[src/rtl/core/assert_macros.svh]
// assertion helpers for the rtl
`ifndef ASSERT_MACROS_SVH
`define ASSERT_MACROS_SVH

`ifndef ASSERT_OFF

// checked on every rising clock edge, quiet while reset is asserted
`define DNLE_ASSERT(lbl, prop, msg) \
    lbl: assert property (@(posedge clk) disable iff (!rst_n) (prop)) else $error(msg);

// checked on every rising clock edge, also during reset
`define DNLE_ASSERT_ALWAYS(lbl, prop, msg) \
    lbl: assert property (@(posedge clk) (prop)) else $error(msg);

`else

`define DNLE_ASSERT(lbl, prop, msg)
`define DNLE_ASSERT_ALWAYS(lbl, prop, msg)

`endif

`endif

[src/rtl/core/dnle_pkg.sv]
`default_nettype none

package dnle_pkg;

    localparam int LABEL_MAX  = 63;
    localparam int NAME_BYTES = 256;

    localparam int CNT_W = $clog2(LABEL_MAX + 1);
    localparam int IDX_W = $clog2(LABEL_MAX);
    localparam int POS_W = $clog2(NAME_BYTES + 1);

    localparam logic [7:0] CHAR_END = 8'h00;
    localparam logic [7:0] CHAR_DOT = 8'h2E;

    localparam logic [1:0] ST_OK         = 2'd0;
    localparam logic [1:0] ST_LABEL_LONG = 2'd1;
    localparam logic [1:0] ST_NAME_OVF   = 2'd2;

    // controller to datapath
    typedef struct packed {
        logic store;
        logic start;
        logic drop;
        logic emit_len;
        logic emit_chr;
        logic emit_fin;
    } dnle_cmd_t;

    // datapath to controller
    typedef struct packed {
        logic is_end;
        logic is_dot;
        logic err_any;
        logic cnt_zero;
        logic wp_full;
        logic wp_edge;
        logic chr_last;
        logic end_flag;
        logic out_free;
    } dnle_stat_t;

endpackage

`default_nettype wire

[src/rtl/core/dns_name_label_encoder.sv]
`default_nettype none

// Encodes a dotted domain name, one character per request, into DNS wire format.
// A character of 0 ends the name and 0x2E separates labels. An ordinary character
// is taken and stored in a 63-entry label buffer. At a dot or at the end the held
// label of n characters goes out as a length byte and n character bytes, each with
// its position; each character is read from the buffer (separate write and read
// ports, registered read) and then sent. The consumer can hold back the output,
// which stalls the sending. While a label is sent no character is taken. The end
// marker always gives a result with name_done and the final status (0 ok, 1 label
// too long, 2 name exceeds 256 bytes); the terminating zero and padding are left
// to the consumer. After an error, characters up to the end are dropped.
// Output: tdata[7:0] byte, [15:8] position, [16] name_done, [18:17] status;
// tuser is has_byte, tlast marks the last result of a request.

module dns_name_label_encoder
    import dnle_pkg::*;
(
    input  wire logic        clk,
    input  wire logic        rst_n,
    input  wire logic        s_axis_tvalid,
    output logic             s_axis_tready,
    input  wire logic [7:0]  s_axis_tdata,   // ch
    output logic             m_axis_tvalid,
    input  wire logic        m_axis_tready,
    output logic [23:0]      m_axis_tdata,   // out_byte, out_pos, name_done, status
    output logic             m_axis_tlast,
    output logic             m_axis_tuser    // has_byte
);

    dnle_cmd_t  cmd;
    dnle_stat_t st;

    logic [7:0] out_byte;
    logic [7:0] out_pos;
    logic       out_name_done;
    logic [1:0] out_status;

    dnle_ctrl u_ctrl (
        .clk      (clk),
        .rst_n    (rst_n),
        .in_valid (s_axis_tvalid),
        .in_ready (s_axis_tready),
        .st       (st),
        .cmd      (cmd)
    );

    dnle_dp u_dp (
        .clk           (clk),
        .rst_n         (rst_n),
        .ch            (s_axis_tdata),
        .cmd           (cmd),
        .st            (st),
        .out_ready     (m_axis_tready),
        .out_valid     (m_axis_tvalid),
        .out_has_byte  (m_axis_tuser),
        .out_byte      (out_byte),
        .out_pos       (out_pos),
        .out_run_last  (m_axis_tlast),
        .out_name_done (out_name_done),
        .out_status    (out_status)
    );

    assign m_axis_tdata = {5'd0, out_status, out_name_done, out_pos, out_byte};

endmodule

`default_nettype wire

[src/rtl/core/dnle_ram.sv]
`default_nettype none

module dnle_ram #(
    parameter int WIDTH = 8,
    parameter int DEPTH = 63
) (
    input  wire logic                     clk,
    input  wire logic                     we,
    input  wire logic [$clog2(DEPTH)-1:0] waddr,
    input  wire logic [WIDTH-1:0]         wdata,
    input  wire logic [$clog2(DEPTH)-1:0] raddr,
    output logic      [WIDTH-1:0]         rdata
);

    logic [WIDTH-1:0] mem [DEPTH];
    logic [WIDTH-1:0] rdata_reg;

    always_ff @(posedge clk)
    begin
        if (we)
        begin
            mem[waddr] <= wdata;
        end
        rdata_reg <= mem[raddr];
    end

    assign rdata = rdata_reg;

endmodule

`default_nettype wire

[src/rtl/core/dnle_ctrl.sv]
`default_nettype none

module dnle_ctrl
    import dnle_pkg::*;
(
    input  wire logic       clk,
    input  wire logic       rst_n,
    input  wire logic       in_valid,
    output logic            in_ready,
    input  wire dnle_stat_t st,
    output dnle_cmd_t       cmd
);

    typedef enum logic [2:0] {
        S_IDLE,
        S_LEN,
        S_WAIT,
        S_CHR,
        S_FIN
    } state_t;

    state_t state_reg;
    state_t state_next;

    assign in_ready = (state_reg == S_IDLE);

    always_comb
    begin
        state_next = state_reg;
        cmd        = '0;
        case (state_reg)
            S_IDLE:
            begin
                if (in_valid)
                begin
                    if (st.is_end)
                    begin
                        cmd.start = 1'b1;
                        if (!st.err_any && !st.cnt_zero)
                        begin
                            state_next = S_LEN;
                        end
                        else
                        begin
                            state_next = S_FIN;
                        end
                    end
                    else if (st.err_any)
                    begin
                        // dropped until the end of the name
                        state_next = S_IDLE;
                    end
                    else if (st.is_dot)
                    begin
                        if (!st.cnt_zero)
                        begin
                            cmd.start  = 1'b1;
                            state_next = S_LEN;
                        end
                    end
                    else
                    begin
                        cmd.store = 1'b1;
                    end
                end
            end
            S_LEN:
            begin
                if (st.out_free)
                begin
                    if (st.wp_full)
                    begin
                        cmd.drop   = 1'b1;
                        state_next = st.end_flag ? S_FIN : S_IDLE;
                    end
                    else
                    begin
                        cmd.emit_len = 1'b1;
                        state_next   = st.wp_edge ? S_IDLE : S_WAIT;
                    end
                end
            end
            S_WAIT:
            begin
                // wait for the registered buffer read
                state_next = S_CHR;
            end
            S_CHR:
            begin
                if (st.out_free)
                begin
                    cmd.emit_chr = 1'b1;
                    state_next   = (st.chr_last || st.wp_edge) ? S_IDLE : S_WAIT;
                end
            end
            S_FIN:
            begin
                if (st.out_free)
                begin
                    cmd.emit_fin = 1'b1;
                    state_next   = S_IDLE;
                end
            end
            default:
            begin
                state_next = S_IDLE;
            end
        endcase
    end

    always_ff @(posedge clk or negedge rst_n)
    begin
        if (!rst_n)
        begin
            state_reg <= S_IDLE;
        end
        else
        begin
            state_reg <= state_next;
        end
    end

endmodule

`default_nettype wire

[src/rtl/core/dnle_dp.sv]
`default_nettype none

`include "assert_macros.svh"

module dnle_dp
    import dnle_pkg::*;
(
    input  wire logic       clk,
    input  wire logic       rst_n,
    input  wire logic [7:0] ch,
    input  wire dnle_cmd_t  cmd,
    output dnle_stat_t      st,
    input  wire logic       out_ready,
    output logic            out_valid,
    output logic            out_has_byte,
    output logic [7:0]      out_byte,
    output logic [7:0]      out_pos,
    output logic            out_run_last,
    output logic            out_name_done,
    output logic [1:0]      out_status
);

    logic [CNT_W-1:0] count_reg, count_next;
    logic [POS_W-1:0] wp_reg, wp_next;
    logic [1:0]       err_reg, err_next;
    logic             valid_reg, valid_next;
    logic [IDX_W-1:0] idx_reg, idx_next;
    logic             end_reg, end_next;

    logic             has_reg, has_next;
    logic [7:0]       byte_reg, byte_next;
    logic [7:0]       pos_reg, pos_next;
    logic             last_reg, last_next;
    logic             done_reg, done_next;
    logic [1:0]       status_reg, status_next;

    logic             ram_we;
    logic [7:0]       ram_rdata;
    logic             count_full;
    logic             emit;
    logic             last_now;
    logic [POS_W-1:0] wp_inc;

    dnle_ram #(
        .WIDTH (8),
        .DEPTH (LABEL_MAX)
    ) u_label_buf (
        .clk   (clk),
        .we    (ram_we),
        .waddr (count_reg[IDX_W-1:0]),
        .wdata (ch),
        .raddr (idx_reg),
        .rdata (ram_rdata)
    );

    assign count_full = (count_reg >= CNT_W'(LABEL_MAX));
    assign wp_inc     = wp_reg + POS_W'(1);
    assign emit       = cmd.emit_len | cmd.emit_chr | cmd.emit_fin;

    assign st.is_end   = (ch == CHAR_END);
    assign st.is_dot   = (ch == CHAR_DOT);
    assign st.err_any  = (err_reg != ST_OK);
    assign st.cnt_zero = (count_reg == '0);
    assign st.wp_full  = (wp_reg >= POS_W'(NAME_BYTES));
    // one more byte fits, the one after it does not
    assign st.wp_edge  = (wp_reg == POS_W'(NAME_BYTES - 1));
    assign st.chr_last = ((CNT_W'(idx_reg) + CNT_W'(1)) == count_reg);
    assign st.end_flag = end_reg;
    assign st.out_free = !valid_reg || out_ready;

    always_comb
    begin
        count_next  = count_reg;
        wp_next     = wp_reg;
        err_next    = err_reg;
        idx_next    = idx_reg;
        end_next    = end_reg;
        ram_we      = 1'b0;
        last_now    = 1'b0;
        has_next    = has_reg;
        byte_next   = byte_reg;
        pos_next    = pos_reg;
        last_next   = last_reg;
        done_next   = done_reg;
        status_next = status_reg;

        if (cmd.store)
        begin
            if (count_full)
            begin
                err_next   = ST_LABEL_LONG;
                count_next = '0;
            end
            else
            begin
                ram_we     = 1'b1;
                count_next = count_reg + CNT_W'(1);
            end
        end

        if (cmd.start)
        begin
            idx_next = '0;
            end_next = st.is_end;
        end

        if (cmd.drop)
        begin
            err_next   = ST_NAME_OVF;
            count_next = '0;
        end

        if (cmd.emit_len)
        begin
            last_now    = st.wp_edge;
            has_next    = 1'b1;
            byte_next   = 8'(count_reg);
            pos_next    = wp_reg[7:0];
            last_next   = last_now;
            done_next   = last_now && end_reg;
            status_next = (last_now && end_reg) ? ST_NAME_OVF : ST_OK;
            wp_next     = wp_inc;
            if (last_now)
            begin
                if (end_reg)
                begin
                    count_next = '0;
                    wp_next    = '0;
                    err_next   = ST_OK;
                end
                else
                begin
                    err_next   = ST_NAME_OVF;
                    count_next = '0;
                end
            end
        end

        if (cmd.emit_chr)
        begin
            last_now    = st.chr_last || st.wp_edge;
            has_next    = 1'b1;
            byte_next   = ram_rdata;
            pos_next    = wp_reg[7:0];
            last_next   = last_now;
            done_next   = last_now && end_reg;
            status_next = (last_now && end_reg && st.wp_edge) ? ST_NAME_OVF : ST_OK;
            wp_next     = wp_inc;
            idx_next    = idx_reg + IDX_W'(1);
            if (last_now)
            begin
                if (end_reg)
                begin
                    count_next = '0;
                    wp_next    = '0;
                    err_next   = ST_OK;
                end
                else
                begin
                    count_next = '0;
                    if (st.wp_edge && !st.chr_last)
                    begin
                        err_next = ST_NAME_OVF;
                    end
                end
            end
        end

        if (cmd.emit_fin)
        begin
            has_next    = 1'b0;
            byte_next   = '0;
            pos_next    = '0;
            last_next   = 1'b1;
            done_next   = 1'b1;
            // no room left for the terminating zero
            if (err_reg != ST_OK)
            begin
                status_next = err_reg;
            end
            else if (st.wp_full)
            begin
                status_next = ST_NAME_OVF;
            end
            else
            begin
                status_next = ST_OK;
            end
            count_next = '0;
            wp_next    = '0;
            err_next   = ST_OK;
        end

        if (emit)
        begin
            valid_next = 1'b1;
        end
        else if (out_ready)
        begin
            valid_next = 1'b0;
        end
        else
        begin
            valid_next = valid_reg;
        end
    end

    always_ff @(posedge clk or negedge rst_n)
    begin
        if (!rst_n)
        begin
            count_reg <= '0;
            wp_reg    <= '0;
            err_reg   <= ST_OK;
            valid_reg <= 1'b0;
        end
        else
        begin
            count_reg <= count_next;
            wp_reg    <= wp_next;
            err_reg   <= err_next;
            valid_reg <= valid_next;
        end
    end

    always_ff @(posedge clk)
    begin
        idx_reg    <= idx_next;
        end_reg    <= end_next;
        has_reg    <= has_next;
        byte_reg   <= byte_next;
        pos_reg    <= pos_next;
        last_reg   <= last_next;
        done_reg   <= done_next;
        status_reg <= status_next;
    end

    assign out_valid     = valid_reg;
    assign out_has_byte  = has_reg;
    assign out_byte      = byte_reg;
    assign out_pos       = pos_reg;
    assign out_run_last  = last_reg;
    assign out_name_done = done_reg;
    assign out_status    = status_reg;

    `DNLE_ASSERT(a_count_range, count_reg <= CNT_W'(LABEL_MAX), "label count out of range")
    `DNLE_ASSERT(a_wp_range, wp_reg <= POS_W'(NAME_BYTES), "write position out of range")
    `DNLE_ASSERT(a_err_clears_label, (err_reg != ST_OK) |-> (count_reg == '0), "label kept")
    // drop and the three emit commands
    `DNLE_ASSERT_ALWAYS(a_one_emit, $onehot0(cmd[3:0]), "conflicting output commands")
    `DNLE_ASSERT(a_emit_when_free, emit |-> (!valid_reg || out_ready), "result overwritten")
    `DNLE_ASSERT(a_done_is_last, (valid_reg && done_reg) |-> last_reg, "name end without run end")

endmodule

`default_nettype wire

[config.mk]
export PLATFORM = sky130hd
export DESIGN_NAME = dns_name_label_encoder
export DESIGN_NICKNAME = d
export VERILOG_FILES = /design/src/rtl/core/dnle_pkg.sv /design/src/rtl/core/dns_name_label_encoder.sv /design/src/rtl/core/dnle_ram.sv /design/src/rtl/core/dnle_ctrl.sv /design/src/rtl/core/dnle_dp.sv
export VERILOG_INCLUDE_DIRS = /design/src /design/src/rtl/core
export SDC_FILE = /design/constraint.sdc
export NUM_CORES = 1
export LEC_CHECK = 0
export BUFFER_PORTS_ARGS = -buffer_cell sky130_fd_sc_hd__buf_2
export CAP_MARGIN = 10
export CORE_UTILIZATION = 55
export DETAILED_ROUTE_END_ITERATION = 10
export PLACE_DENSITY = 0.81
export RECOVER_POWER = 50
export SLEW_MARGIN = 20
export SYNTH_ARGS = -nofsm -noshare
export SYNTH_HDL_FRONTEND = slang
export SYNTH_SLANG_ARGS = --single-unit
[constraint.sdc]
create_clock -name clk -period 8 [get_ports clk]
set_input_delay 1.2 -clock clk [delete_from_list [all_inputs] [get_ports clk]]
set_output_delay 1.2 -clock clk [all_outputs]
set_load 0.05 [all_outputs]
==> key figures, run 1 <==
Synth
  – Top-count cell post-synth: sky130_fd_sc_hd__edfxtp_1
  – Flip-flop and latch count after synthesis: 561
  – Simple-gate share of the synthesized area: 4.06%
  – Synthesized-area fraction occupied by xor and xnor cells: 0.694%
  – Number of flops mapped to enable cells by yosys: 513
  – Ys flop type: sky130_fd_sc_hd__edfxtp_1
  – Count of synthesis-stage warnings from yosys: 0
  – Post-synthesis area per instance: 20.0 um2
  – Top cell type by total area after synthesis: sky130_fd_sc_hd__edfxtp_1
  – Cell types with the largest area share after synthesis: sky130_fd_sc_hd__edfxtp_1 (69%), sky130_fd_sc_hd__mux4_2 (16%), sky130_fd_sc_hd__dfxtp_1 (2.4%)
  – Synthesized-area fraction occupied by adder cells: 0.338%
  – Top cells by count, synth: sky130_fd_sc_hd__edfxtp_1 (513), sky130_fd_sc_hd__mux4_2 (153), sky130_fd_sc_hd__nor2_1 (89)
  – Synth Instances: 1,112
  – Top-area cell type share of the netlist area: 69.4%
  – Cell area after technology mapping: 0.0222 mm2
  – Unique masters post-synth: 54
  – Post-synthesis async set-or-reset flop share: 3.74%
  – Share of the synthesized area in compound gates (AO/OA/AOI/OAI): 2.40%
  – Largest family of logic cells by synthesized area: multiplexers
  – Share of synthesized area spent on multiplexers: 16.5%
  – Sequential area share after synthesis: 74.2%

Worst hold path
  – Hold path endpoint: u_dp.out_has_byte$_SDFFE_PP0P_
  – Hold path startpoint: u_dp.out_has_byte$_SDFFE_PP0P_
  – Hold Path Stages: 2
  – Path class of the lowest-slack min-delay path: reg -> reg

Clock network
  – Master cell of the clock root buffer: sky130_fd_sc_hd__clkbuf_16
  – Max H-tree Level: 2
  – Total clock sinks: 561
  – TritonCTS clock tree: built
  – CTS hold repair buffers: 0
  – Buffers inserted during post-CTS setup optimization: 0
  – Number of gates resized after cts: 0
  – Clock buffer count from CTS: 53
  – Clock-pin slew of the registers on the worst-case setup and hold paths: 0.06 ns
  – Max Root-Sink Buffers: 3
  – Insertion delay to the later sink of the worst-skew pair: 0.58 ns

Power
  – Leakage power of the design: 7.83 nW
  – Flop pwr share: 40.4%
  – Worst vdd rail ir drop: 0.000205 V
  – Combinational Power Share: 29.0%
  – Power spent charging and discharging nets: 0.00254 W
  – Power Density: 345 mW/mm2
  – Clock network fraction of total power: 30.6%
  – Switching share of power: 29.9%
  – Cell-internal power: 0.00595 W

Global route
  – Gr usage total: 25.8%
  – Largest net degree at the start of global routing: 71
  – Global-route wire length before repair: 76.2 mm
  – Initial antenna violation count: 1
  – Total global routing overflow: 0
  – Vias in the first global route: 11,298

STA
  – Setup repair after global routing missed its margin: no
  – Count of final setup violators: 0
  – Min Clock Period, post-route: 5.93 ns
  – Worst Max-Slew Pin Slew: 3.94 ns
  – Post-Route Setup TNS: 0 ns
  – Worst clock skew on the final layout: 0.0237 ns
  – Max-slew headroom at the worst pin: -163%
  – Number of max-slew violations in the final report: 434
  – Share of the clock period used by the worst path after layout: 74.2%
  – Fmax: 169 MHz
  – Final-report hold violation count: 0

Job
  – Max cap viols: 7

Place
  – Port-buffer cells: 34
  – Placed instance count: 1,628
  – Dpl cell area: 0.0228 mm2
  – Global placement routability congestion: 0.898
  – Half-perimeter wire length after placement: 29.8 mm

Drt
  – Number of nets with antenna violations after routing: 0
  – Detailed router's first-iteration violation count: 1,534
  – Number of remaining DRC errors: 0
  – Length of the first detailed-routing pass in iterations: 6
  – Routed wire per std cell: 30.4 um
  – Final wirelength: 52.5 mm
  – Total via count in the routed design: 11,533
  – Routed via count divided by cell count: 6.68

Worst setup path
  – R2R Path Start: u_dp.idx_reg[1]$_SDFFCE_PN0P_
  – Cell count of the worst reg-to-reg path: 7
  – Path type of the worst setup path: in -> reg
  – Critical Path End Type: flip-flop
  – Kind of start point of the critical path: input port
  – Critical path arrival: 6.13 ns
  – Reg2reg end: u_dp.count_reg[1]$_DFF_PN0_
  – Worst setup path start: s_axis_tdata[6]
  – Maximum fanout along the worst path: 65
  – Register-to-register setup slack: 2.29 ns
  – Required arrival time at the worst endpoint: 8.20 ns

Final layout
  – Number of flip-flops under the largest register name: 504
  – Post-layout util: 61.9%
  – Final standard cell area without fillers: 0.0246 mm2
  – Area growth from synthesis to layout: 10.9%
  – Antenna fix cells: 0
  – Filler cell count in the final layout: 2,586
  – Final instance count without filler cells: 1,727
  – Fraction of layout cells with a size suffix above 1: 22.9%
  – Fin nets: 1,177

Die
  – Core area: 0.0397 mm2
  – Die Area: 0.0412 mm2
  – Count of boundary I/O pins: 40
  – Cell row count: 73
  – Width of the die: 203 um
  – Vertical die dimension: 203 um
  – Initial core utilization: 55.8%

Status
  – Result of the run: complete, but fails checks
  – Violated checks: max-capacitance violations, max-slew violations
-- layout make-up --
| class | count | area, um2 | area share [%] |
|---|---|---|---|
| repair buffers | 56 | 309 | 1.26 |
| well taps | 525 | 657 | 2.67 |
| clock inverters | 23 | 302 | 1.23 |
| inverters | 8 | 30.0 | 0.122 |
| flip-flops and latches | 561 | 16500 | 66.9 |
| clock buffers | 75 | 1490 | 6.06 |
| multi-input cells | 479 | 5350 | 21.7 |
-- critical path: stages --
cell                       delay, ns
sky130_fd_sc_hd__buf_2          0.07
sky130_fd_sc_hd__clkbuf_1       2.37
sky130_fd_sc_hd__or4_1          0.37
sky130_fd_sc_hd__o2111a_1       0.41
sky130_fd_sc_hd__nand4_1        0.80
sky130_fd_sc_hd__nor2_1         0.88
-- power groups by stage --
| stage | clock [W] | combinational, W | sequential (W) |
|---|---|---|---|
| 3_3_place_gp | 0 | 0.00233 | 0.00347 |
| 5_1_grt | 0.00272 | 0.00258 | 0.00344 |
| 4_1_cts | 0.00261 | 0.00240 | 0.00342 |
| 6_report | 0.00259 | 0.00246 | 0.00343 |
| 2_1_floorplan | 0 | 0.00167 | 0.00357 |
| 3_5_place_dp | 0 | 0.00237 | 0.00348 |
-- how the worst max path moves through the flow --
stage,to,cells past startpoint
finish,u_dp.u_label_buf.mem[53][4]$_DFFE_PP_,6
global route,u_dp.u_label_buf.mem[1][1]$_DFFE_PP_,6
CTS,u_dp.u_label_buf.mem[45][5]$_DFFE_PP_,7
floorplan,u_dp.u_label_buf.mem[60][0]$_DFFE_PP_,6
detailed placement,u_dp.u_label_buf.mem[53][6]$_DFFE_PP_,7
global placement,u_dp.u_label_buf.mem[45][5]$_DFFE_PP_,7
-- layer usage --
metal	track usage (%)	part of all wire, %	up-vias
met5	0	0	-
met4	8.11	2.8	0
met3	5.92	12	108
met2	39.4	47	898
met1	37.3	38	5922
li1	-	-	4605
-- kinds of logic (layout without fill, tap and decap cells) --
kind of cell | after synthesis | after routing
other cells | 1 | 5
compound gates | 84 | 84
simple gates | 193 | 193
flops | 561 | 561
mux | 175 | 175
buf+inv | 76 | 162
fa+ha+maj | 6 | 6
xor+xnor | 16 | 16
-- cell usage in the layout, fill, tap and decap left out, types with 9 or more instances in the layout --
master / synthesis / final
sky130_fd_sc_hd__nand2b_1: 9 / 9
sky130_fd_sc_hd__nand2_1: 38 / 38
sky130_fd_sc_hd__buf_4: 8 / 13
sky130_fd_sc_hd__a31oi_1: 9 / 9
sky130_fd_sc_hd__mux2i_1: 21 / 21
sky130_fd_sc_hd__a22o_1: 9 / 9
sky130_fd_sc_hd__buf_2: 19 / 21
sky130_fd_sc_hd__dfrtp_1: 21 / 21
sky130_fd_sc_hd__nand3_1: 9 / 9
sky130_fd_sc_hd__nor2_1: 89 / 89
sky130_fd_sc_hd__nor2b_1: 9 / 9
sky130_fd_sc_hd__o21ai_0: 24 / 25
sky130_fd_sc_hd__xor2_1: 9 / 9
sky130_fd_sc_hd__a211oi_1: 9 / 9
sky130_fd_sc_hd__clkbuf_1: 30 / 37
sky130_fd_sc_hd__edfxtp_1: 513 / 513
sky130_fd_sc_hd__mux4_2: 153 / 153
sky130_fd_sc_hd__clkbuf_16: 0 / 55
sky130_fd_sc_hd__a21oi_1: 20 / 20
sky130_fd_sc_hd__dfxtp_1: 27 / 27
-- metrics by stage --
step / hold WS [ns] / total power (W) / setup WS [ns]
after floorplan: 0.426 / 0.00524 / 4.26
after CTS: 0.457 / 0.00842 / 3.93
after detailed placement: 0.443 / 0.00585 / 3.27
after global routing: 0.475 / 0.00874 / 1.85
after global placement: 0.425 / 0.00580 / 3.43
final: 0.455 / 0.00849 / 2.07
Note: power is estimated with default switching activity, not from simulation.
==> run 2, diff against run 1 <==
Clock period 8 ns to 5.7 ns, I/O delays scaled along.
==> key figures, run 2 (synthesized netlist as in run 1, its figures left out) <==
Power
  – Worst vdd rail ir drop: 0.000310 V
  – Leakage power of the design: 7.86 nW
  – Power Density: 485 mW/mm2

Worst setup path
  – Path type of the worst setup path: in -> reg
  – Cell count of the worst reg-to-reg path: 4
  – Critical path arrival: 4.86 ns
  – Critical Path End Type: flip-flop
  – Reg2reg end: u_dp.u_label_buf.mem[33][6]$_DFFE_PP_
  – Cell at the slowest stage of the critical path: sky130_fd_sc_hd__clkbuf_1
  – Kind of start point of the critical path: input port
  – Required arrival time at the worst endpoint: 5.92 ns
  – Maximum fanout along the worst path: 31
  – R2R Path Start: u_ctrl.state_reg[1]$_DFFE_PN0P_
  – Longest individual stage delay on the worst path: 1.23 ns
  – Cell Chain, Critical Path: clkbuf_1, nor4_1, clkbuf_1, nor2_1, o2111a_1, nand3_1, nor2_1
  – Register-to-register setup slack: 1.82 ns

STA
  – Min Clock Period, post-route: 4.63 ns
  – Fmax: 216 MHz
  – Share of the clock period used by the worst path after layout: 81.3%
  – Number of max-slew violations in the final report: 363
  – Count of final setup violators: 0
  – Post-Route Setup TNS: 0 ns
  – Worst Max-Slew Pin Slew: 3.49 ns
  – Worst clock skew on the final layout: 0.0292 ns
  – Max-slew headroom at the worst pin: -133%
  – Final-report hold violation count: 0
  – Setup repair after global routing missed its margin: no

Final layout
  – Filler cell count in the final layout: 2,605
  – Post-layout util: 62.2%
  – Area growth from synthesis to layout: 11.4%
  – Most common library cell in the layout ignoring fill and taps: sky130_fd_sc_hd__edfxtp_1
  – Sequential cell area in the final layout: 0.0165 mm2
  – Commonest cells after routing, fill and taps aside: sky130_fd_sc_hd__edfxtp_1 (513), sky130_fd_sc_hd__mux4_2 (153), sky130_fd_sc_hd__nor2_1 (89)
  – Fraction of layout cells with a size suffix above 1: 22.7%
  – Total area of multi-input combinational cells: 0.00535 mm2
  – Fin nets: 1,179
  – Number of flip-flops under the largest register name: 504
  – Antenna fix cells: 0

Global route
  – Initial antenna violation count: 0
  – Met1 track demand over resource: 36.3%
  – Largest net degree at the start of global routing: 133
  – Busiest layer in global routing: met2
  – Gr usage total: 26.1%
  – Global-route wire length before repair: 76.5 mm
  – Met3 Track Usage GR: 5.09%
  – Vias in the first global route: 11,297
  – Total global routing overflow: 0
  – GR Util met2: 42.0%

Clock network
  – Max H-tree Level: 2
  – Max Root-Sink Buffers: 3
  – Clock buffer count from CTS: 54
  – Buffers inserted during post-CTS setup optimization: 0
  – TritonCTS clock tree: built
  – CTS hold repair buffers: 0
  – Total clock sinks: 561
  – Number of gates resized after cts: 0
  – Master cell of the clock root buffer: sky130_fd_sc_hd__clkbuf_16
  – Clock-pin slew of the registers on the worst-case setup and hold paths: 0.06 ns
  – Insertion delay to the later sink of the worst-skew pair: 0.61 ns

Die
  – Cell row count: 73
  – Width of the die: 203 um
  – Initial core utilization: 55.8%
  – Die Area: 0.0412 mm2
  – Count of boundary I/O pins: 40
  – Vertical die dimension: 203 um
  – Core area: 0.0397 mm2

Worst hold path
  – Hold Path Stages: 1
  – Path class of the lowest-slack min-delay path: reg -> reg
  – Hold path startpoint: u_dp.u_label_buf.rdata[7]$_DFF_P_
  – Hold path endpoint: u_dp.out_byte[7]$_SDFFE_PP0P_

Drt
  – Routed wire per std cell: 30.0 um
  – Routed via count divided by cell count: 6.65
  – Total via count in the routed design: 11,521
  – Number of remaining DRC errors: 0
  – Detailed router's first-iteration violation count: 1,490
  – Final wirelength: 51.9 mm
  – Number of nets with antenna violations after routing: 0
  – Length of the first detailed-routing pass in iterations: 6

Status
  – Result of the run: complete, but fails checks
  – Violated checks: max-capacitance violations, max-slew violations

Job
  – Max cap viols: 9

Place
  – Half-perimeter wire length after placement: 30.0 mm
  – Global placement routability congestion: 0.920
  – Port-buffer cells: 34
[run 2: changes by cell type in the layout (fill, tap and decap cells not counted), sizes merged]
cell | before | now
clkbuf | 96 | 105
inv | 8 | 12
bufinv | 7 | 9
buf | 35 | 25
clkinvlp | 2 | 4
clkinv | 14 | 12
[run 2: power breakdown]
part / switching (W) / internal, W / total, W
registers: 0.000149 / 0.00467 / 0.00482
logic: 0.00188 / 0.00147 / 0.00335
clock network: 0.00155 / 0.00228 / 0.00383
total: 0.00358 / 0.00842 / 0.0120
[run 2: per-stage QoR]
| step | instances | setup slack, ns | instance area, um2 | hold WS (ns) | power [W] |
|---|---|---|---|---|---|
| final | 1732 | 1.07 | 24700 | 0.458 | 0.0120 |
| after global routing | 1732 | 0.949 | 24700 | 0.471 | 0.0124 |
| after CTS | 1731 | 1.88 | 24800 | 0.215 | 0.0120 |
| after global placement | 1629 | 1.53 | 22900 | 0.430 | 0.00813 |
| after detailed placement | 1629 | 1.35 | 22900 | 0.440 | 0.00819 |
| after floorplan | 1116 | 1.96 | 22200 | 0.426 | 0.00736 |
[run 2: worst max-delay path by stage]
stage / from / end / slack (ns) / depth (start not counted)
after CTS: s_axis_tdata[3] / u_dp.u_label_buf.mem[33][1]$_DFFE_PP_ / 1.88 / 7
after global routing: s_axis_tdata[5] / u_dp.u_label_buf.mem[33][6]$_DFFE_PP_ / 0.95 / 7
after global placement: s_axis_tdata[3] / u_dp.u_label_buf.mem[1][6]$_DFFE_PP_ / 1.53 / 7
after floorplan: u_ctrl.state_reg[1]$_DFFE_PN0P_ / u_dp.u_label_buf.mem[60][0]$_DFFE_PP_ / 1.96 / 6
after detailed placement: s_axis_tdata[3] / u_dp.u_label_buf.mem[1][4]$_DFFE_PP_ / 1.35 / 7
final: s_axis_tdata[5] / u_dp.u_label_buf.mem[33][6]$_DFFE_PP_ / 1.07 / 7
[run 2: critical path, delay by kind of cell]
| family | cells | cell delay, ns |
|---|---|---|
| simple gates | 4 | 2.08 |
| buf+inv | 2 | 1.47 |
| compound gates | 1 | 0.40 |
[run 2: layout make-up]
type                    instances  area share [%]
clock buffers                  73            6.11
repair buffers                 57            1.21
multi-input cells             479            21.6
clock inverters                29            1.62
flip-flops and latches        561            66.6
well taps                     525            2.66
inverters                       8           0.121
[run 2: per-layer routing]
layer / part of all wire (%) / up-vias
met1: 38 / 5979
met3: 10 / 132
met5: 0 / -
li1: - / 4621
met2: 49 / 789
met4: 3.4 / 0
